--- src/rtl/dwwd_pkg.sv ---
// Shared types and constants for the double-word by word divider.
// Used by dwwd_ctrl, dwwd_dp and double_word_by_word_divide_top; depends on nothing.
package dwwd_pkg;

  // Default machine word width.
  localparam int WORD_BITS_DEF = 32;

  // Controller states, one-hot.
  typedef enum logic [2:0] {
    ST_IDLE = 3'b001,
    ST_RUN  = 3'b010,
    ST_FIN  = 3'b100
  } dwwd_state_t;

  // Commands from the controller to the datapath.
  typedef struct packed {
    logic load;      // capture a new transaction
    logic step;      // one restoring division step
    logic load_out;  // move the result into the output register
  } dwwd_cmd_t;

  // Status from the datapath to the controller.
  typedef struct packed {
    logic err;       // zero divisor or quotient overflow
  } dwwd_status_t;

endpackage

--- src/rtl/double_word_by_word_divide_top.sv ---
// Unsigned double-word by word divider, top level. From acceptance to a loaded
// result a transaction passes through the capture of the operands, one
// restoring step per quotient bit through the single shared compare-and-subtract
// unit, and the move into the output register. A zero divisor or a high word
// not below the divisor skips the steps and gives an error result (quotient
// zero, remainder all ones).
// The output register lets a new transaction start while a result is waiting.
// Depends on dwwd_pkg, dwwd_ctrl and dwwd_dp.
module double_word_by_word_divide_top import dwwd_pkg::*; #(
  parameter int WORD_BITS = WORD_BITS_DEF
) (
  input  logic                 clk,
  input  logic                 rst_n,
  input  logic                 in_valid,
  output logic                 in_ready,
  input  logic [WORD_BITS-1:0] in_dividend_high,
  input  logic [WORD_BITS-1:0] in_dividend_low,
  input  logic [WORD_BITS-1:0] in_divisor,
  output logic                 out_valid,
  input  logic                 out_ready,
  output logic [WORD_BITS-1:0] out_quotient,
  output logic [WORD_BITS-1:0] out_remainder,
  output logic                 out_div_error
);

  dwwd_cmd_t    cmd;
  dwwd_status_t status;

  // Sequencing and handshakes.
  dwwd_ctrl #(
    .WORD_BITS (WORD_BITS)
  ) u_ctrl (
    .clk       (clk),
    .rst_n     (rst_n),
    .in_valid  (in_valid),
    .in_ready  (in_ready),
    .out_valid (out_valid),
    .out_ready (out_ready),
    .status    (status),
    .cmd       (cmd)
  );

  // Arithmetic and result storage.
  dwwd_dp #(
    .WORD_BITS (WORD_BITS)
  ) u_dp (
    .clk              (clk),
    .in_dividend_high (in_dividend_high),
    .in_dividend_low  (in_dividend_low),
    .in_divisor       (in_divisor),
    .cmd              (cmd),
    .status           (status),
    .out_quotient     (out_quotient),
    .out_remainder    (out_remainder),
    .out_div_error    (out_div_error)
  );

  // Only one transaction is in the datapath at a time.
  a_one_in_flight: assert property (@(posedge clk) disable iff (!rst_n)
    in_valid && in_ready |=> !in_ready)
    else $error("input accepted while a transaction is in progress");

  // An error result always carries the fixed quotient and remainder.
  a_error_result: assert property (@(posedge clk) disable iff (!rst_n)
    out_valid && out_div_error |-> out_quotient == '0 && out_remainder == '1)
    else $error("error result with wrong quotient or remainder");

  // The result register is empty right after reset.
  a_reset_empty: assert property (@(posedge clk)
    !rst_n |=> !out_valid)
    else $error("result valid after reset");

endmodule

--- src/rtl/dwwd_dp.sv ---
// Datapath of the divider: partial remainder, dividend/quotient shift register,
// one shared compare-and-subtract unit and the output register. Depends on dwwd_pkg.
module dwwd_dp import dwwd_pkg::*; #(
  parameter int WORD_BITS = WORD_BITS_DEF
) (
  input  logic                 clk,
  input  logic [WORD_BITS-1:0] in_dividend_high,
  input  logic [WORD_BITS-1:0] in_dividend_low,
  input  logic [WORD_BITS-1:0] in_divisor,
  input  dwwd_cmd_t            cmd,
  output dwwd_status_t         status,
  output logic [WORD_BITS-1:0] out_quotient,
  output logic [WORD_BITS-1:0] out_remainder,
  output logic                 out_div_error
);

  logic [WORD_BITS-1:0] rem_r, rem_nxt;
  logic [WORD_BITS-1:0] lo_r, lo_nxt;
  logic [WORD_BITS-1:0] div_r, div_nxt;
  logic                 err_r, err_nxt;
  logic [WORD_BITS-1:0] quo_out_r, quo_out_nxt;
  logic [WORD_BITS-1:0] rem_out_r, rem_out_nxt;
  logic                 err_out_r, err_out_nxt;

  logic [WORD_BITS:0]   shifted;
  logic                 ge;

  // One step: shift the next dividend bit into the remainder and subtract
  // the divisor when the shifted value (with its carry) is not below it.
  assign shifted = {rem_r, lo_r[WORD_BITS-1]};
  assign ge      = (shifted >= {1'b0, div_r});

  always_comb begin
    rem_nxt     = rem_r;
    lo_nxt      = lo_r;
    div_nxt     = div_r;
    err_nxt     = err_r;
    quo_out_nxt = quo_out_r;
    rem_out_nxt = rem_out_r;
    err_out_nxt = err_out_r;
    if (cmd.load) begin
      rem_nxt = in_dividend_high;
      lo_nxt  = in_dividend_low;
      div_nxt = in_divisor;
      err_nxt = (in_divisor == '0) || (in_dividend_high >= in_divisor);
    end else if (cmd.step) begin
      // The low word shifts out at the top while quotient bits fill the bottom.
      rem_nxt = ge ? (shifted[WORD_BITS-1:0] - div_r) : shifted[WORD_BITS-1:0];
      lo_nxt  = {lo_r[WORD_BITS-2:0], ge};
    end
    if (cmd.load_out) begin
      quo_out_nxt = err_r ? '0 : lo_r;
      rem_out_nxt = err_r ? '1 : rem_r;
      err_out_nxt = err_r;
    end
  end

  // Payload registers need no reset.
  always_ff @(posedge clk) begin
    rem_r     <= rem_nxt;
    lo_r      <= lo_nxt;
    div_r     <= div_nxt;
    err_r     <= err_nxt;
    quo_out_r <= quo_out_nxt;
    rem_out_r <= rem_out_nxt;
    err_out_r <= err_out_nxt;
  end

  assign status.err    = err_r;
  assign out_quotient  = quo_out_r;
  assign out_remainder = rem_out_r;
  assign out_div_error = err_out_r;

endmodule

--- src/rtl/dwwd_ctrl.sv ---
// Controller of the divider: handshakes, step counter and sequencing of the datapath.
// Depends on dwwd_pkg.
module dwwd_ctrl import dwwd_pkg::*; #(
  parameter int WORD_BITS = WORD_BITS_DEF
) (
  input  logic         clk,
  input  logic         rst_n,
  input  logic         in_valid,
  output logic         in_ready,
  output logic         out_valid,
  input  logic         out_ready,
  input  dwwd_status_t status,
  output dwwd_cmd_t    cmd
);

  localparam int CNT_W = $clog2(WORD_BITS);

  dwwd_state_t        state_r, state_nxt;
  logic [CNT_W-1:0]   cnt_r, cnt_nxt;
  logic               out_valid_r, out_valid_nxt;

  // Next-state logic: load, then one step per quotient bit (none on an error),
  // then hand the result to the output register once it is free.
  always_comb begin
    state_nxt     = state_r;
    cnt_nxt       = cnt_r;
    cmd           = '0;
    in_ready      = 1'b0;
    out_valid_nxt = out_valid_r && !out_ready;
    unique case (state_r)
      ST_IDLE: begin
        in_ready = 1'b1;
        if (in_valid) begin
          cmd.load  = 1'b1;
          cnt_nxt   = CNT_W'(WORD_BITS - 1);
          state_nxt = ST_RUN;
        end
      end
      ST_RUN: begin
        // An error needs no steps; its result is fixed.
        if (status.err) begin
          state_nxt = ST_FIN;
        end else begin
          cmd.step = 1'b1;
          cnt_nxt  = cnt_r - CNT_W'(1);
          if (cnt_r == '0) begin
            state_nxt = ST_FIN;
          end
        end
      end
      ST_FIN: begin
        if (!out_valid_r || out_ready) begin
          cmd.load_out  = 1'b1;
          out_valid_nxt = 1'b1;
          state_nxt     = ST_IDLE;
        end
      end
      default: begin
        state_nxt = ST_IDLE;
      end
    endcase
  end

  always_ff @(posedge clk) begin
    if (!rst_n) begin
      state_r     <= ST_IDLE;
      cnt_r       <= '0;
      out_valid_r <= 1'b0;
    end else begin
      state_r     <= state_nxt;
      cnt_r       <= cnt_nxt;
      out_valid_r <= out_valid_nxt;
    end
  end

  assign out_valid = out_valid_r;

endmodule

--- config.mk ---
export PLATFORM = sky130hd
export DESIGN_NAME = double_word_by_word_divide_top
export DESIGN_NICKNAME = d
export VERILOG_FILES = /design/src/rtl/dwwd_pkg.sv /design/src/rtl/double_word_by_word_divide_top.sv /design/src/rtl/dwwd_dp.sv /design/src/rtl/dwwd_ctrl.sv
export SDC_FILE = /design/constraint.sdc
export NUM_CORES = 1
export LEC_CHECK = 0
export BUFFER_PORTS_ARGS = -buffer_cell sky130_fd_sc_hd__buf_2
export CAP_MARGIN = 10
export CORE_MARGIN = 8
export CORE_UTILIZATION = 45
export CTS_CLUSTER_DIAMETER = 40
export DETAILED_ROUTE_END_ITERATION = 7
export GPL_TIMING_DRIVEN = 0
export PLACE_DENSITY_LB_ADDON = 0.3
export SYNTH_ARGS = -nofsm -noshare
export SYNTH_HDL_FRONTEND = slang
export SYNTH_HIERARCHICAL = 1
export SYNTH_SLANG_ARGS = --single-unit
export TNS_END_PERCENT = 20
--- constraint.sdc ---
create_clock -name clk -period 5.4 [get_ports clk]
set_input_delay 1.35 -clock clk [delete_from_list [all_inputs] [get_ports clk]]
set_output_delay 1.35 -clock clk [all_outputs]
set_load 0.005 [all_outputs]
==> flow_summary.ini <==
[outcome]
status = completed

[cts]
cts.sinks = 171
cts_tree = yes
cts_root_buffer = clkbuf_16
cts_setup_buffers = 0
h-tree-depth = 4
cts_hold_repair.buffers = 0
numCtsBuffers = 17
cts_resized = 0
clkLatencyLatePin_ns = 0.43
clockBufferDepth = 2
path_clk_slew_ns = 0.07

[yosys]
synth_seq_area_share_pct = 51.6
synth_cell_type_count = 65
synthCells = 835
synthArstFlopShare_pct = 0
yosys.area.top_type = edfxtp_1
synth-edff-count = 162
synth_area_leaders = edfxtp_1 50%, ha_1 8.3%, mux2_2 5.9%
yosys_warnings = 6
avgSynthCellArea_sq_um = 11.7
ys.flop_type = edfxtp_1
syn-num-nets = 1001
yosys_register_bits = 171
netlist_area_sq_um = 9780
synth_top_area_share_pct = 49.7

[worst_setup_path]
timing.critical_path.fanout_max = 45
crit_type = in2reg
crit_family = buffers and inverters
arrival_ns = 4.32
endpoint_kind = flip-flop
cp_slowest_cell = buf_2
max_stage_delay_ns = 0.82
start_kind = input pin
path_cells = buf_2 -> nor4bb_1 -> buf_2 -> clkbuf_1 -> clkbuf_1 -> or2_4 -> buf_16
path_buf_inv = 5
required_ns = 5.51

[floorplan]
start_util_pct = 45.4
die_y_um = 163
die_x_um = 163
dieArea_sq_um = 26700
coreArea_sq_um = 21600
io_pins = 167
fp-row-count = 54

[global_route]
grt_pass1_vias = 7212
grtUsageTotal_pct = 18.1
grt_start_max_net_pins = 46
grt_overflow = 0
grt_pass1_wl_um = 38000
grt_antenna_before_repair = 0

[drt]
drc = 0
via_per_inst = 5.42
via_count = 7131
wirelength_um = 24200
wire_per_inst_um = 18.4
antenna_left = 0
drt_iter0_drc = 457
dr.pass1.iters = 6

[cells_and_area]
fin_cells = 1316
antenna-diode-count = 0
final_layout_size_suffix_gt1_share_pct = 32.2
syn2layout_area_growth_pct = 18.8
fin_util_pct = 53.9
nFillCells = 1911
finalNetCount = 1189

[timing]
period_share_pct = 78.0
max_freq_ghz = 0.237
setup_viol = 0
relSlewSlack_pct = 32.4
rsz0062_at_grt = false
slew_viol_final = 0
hold_viol = 0
worst_pin_slew_ns = 1.01
skew_ns = 0.00817
period_minus_slack_ns = 4.21

[pwr]
cellPowerDensity_nw_per_um2 = 459
leakage_uw = 0.00486
irDropWorstVdd_mv = 0.270
power_uw = 5330

[placed_design]
dp_hpwl_um = 18400
place_congestion = 0.858
io_buffers = 166
place_inst = 1284

[worst_hold_path]
min_path_type = reg2reg

[flow_run]
maxCapViolCount = 0
## layer usage
| layer | wire length (um) | track usage [%] |
|---|---|---|
| met5 | 0 | 0 |
| met3 | 1490 | 3.60 |
| met4 | 616 | 7.34 |
| met2 | 11300 | 29.5 |
| met1 | 10800 | 23.3 |
## state kept, by name, summed over array words and instances, names as in the netlist
register	cells
u_dp/status	1
u_dp/out_quotient	32
u_dp/out_remainder	32
u_dp/lo_r	32
u_ctrl/state_r	3
u_dp/out_div_error	1
u_ctrl/out_valid	1
u_ctrl/cnt_r	5
u_dp/rem_r	32
u_dp/div_r	32
## cell type report
class	instances	area [sq um]	area share [%]
buffer	31	151	1.30
clock buffer	17	425	3.66
clock inverter	15	156	1.35
inverter	77	294	2.53
multi-input combinational	556	4300	37.0
sequential	171	5040	43.4
tap	280	350	3.01
timing repair buffer	169	898	7.73
## worst paths after layout
check / from / end / slack (ns) / cells after the start
worst max register to register: u_dp/rem_r[5] / u_dp/rem_r[1] / 1.76 / 10
worst max-delay path: in_valid / u_dp/rem_r[4] / 1.19 / 7
worst min-delay path: u_ctrl/cnt_r[0] / u_ctrl/cnt_r[0] / 0.48 / 2
worst min register to register: u_ctrl/cnt_r[0] / u_ctrl/cnt_r[0] / 0.48 / 2
## per-stage QoR
stage,worst slack (ns),cell area (sq um),TNS (ns),hold WS [ns]
3_5_place_dp,0.715,11000,0,0.471
2_1_floorplan,0.620,9780,0,0.445
5_1_grt,0.922,11600,0,0.496
3_3_place_gp,-1.14,11000,-73.58,0.459
6_report,1.19,11600,0,0.479
4_1_cts,1.18,11600,0,0.484
## report_power, final
group / leakage [uW] / internal, uW / switching, uW
registers: 0.00158 / 1790 / 124
clock network: 0.000276 / 617 / 590
logic: 0.00300 / 1050 / 1160
total: 0.00486 / 3460 / 1870
## cell usage in the layout, fill, tap and decap left out, types with 10 or more instances in the layout
cell type    n
buf_2      176
edfxtp_1   162
inv_1       76
ha_1        65
a21oi_1     53
mux2_2      51
nor2b_1     42
nand2_1     36
or2_2       36
o21ai_0     29
a21o_1      25
nor2_1      21
clkbuf_16   17
clkbuf_1    16
mux2_4      16
nand4_1     15
nand3_1     15
nor3_1      13
o21a_1      10
or3_1       10
xor2_1      10
xnor2_1     10
## cells by family after synthesis
group                    count (synthesis)  share of synthesized area [%]
AND/OR/NAND/NOR                        230                           13.5
flip-flops                             171                           51.6
AO/OA/AOI/OAI                          168                           11.2
buffers and inverters                  108                           4.55
multiplexers                            72                           8.84
adder cells (fa/ha/maj)                 66                           8.52
XOR/XNOR                                20                           1.79
## worst register-to-register path, stage by stage, from the launching register on
cell and delay (ns):
edfxtp_1 0.42, ha_1 0.39, a21o_1 0.20, a21oi_1 0.32, o21ai_0 0.21, o21ai_2 0.20
nand2_1 0.12, a311oi_2 0.77, buf_2 0.42, mux2i_1 0.26, o21ai_1 0.08
## cell usage after synthesis (all sizes together), types with 4 or more instances
cell type,number
or2,37
nand3,15
xor2,10
o21ai,33
o21bai,4
nor4,10
nand2,36
nor3b,4
a31oi,8
nand4,15
or3b,4
nor3,15
o211ai,5
mux2,67
dfxtp,9
buf,15
a21oi,54
a21o,25
edfxtp,162
o31ai,4
or3,10
mux2i,5
nor2,22
clkbuf,16
ha,65
inv,76
nor2b,43
xnor2,10
o21a,10
Note: power is estimated with default switching activity, not from simulation.
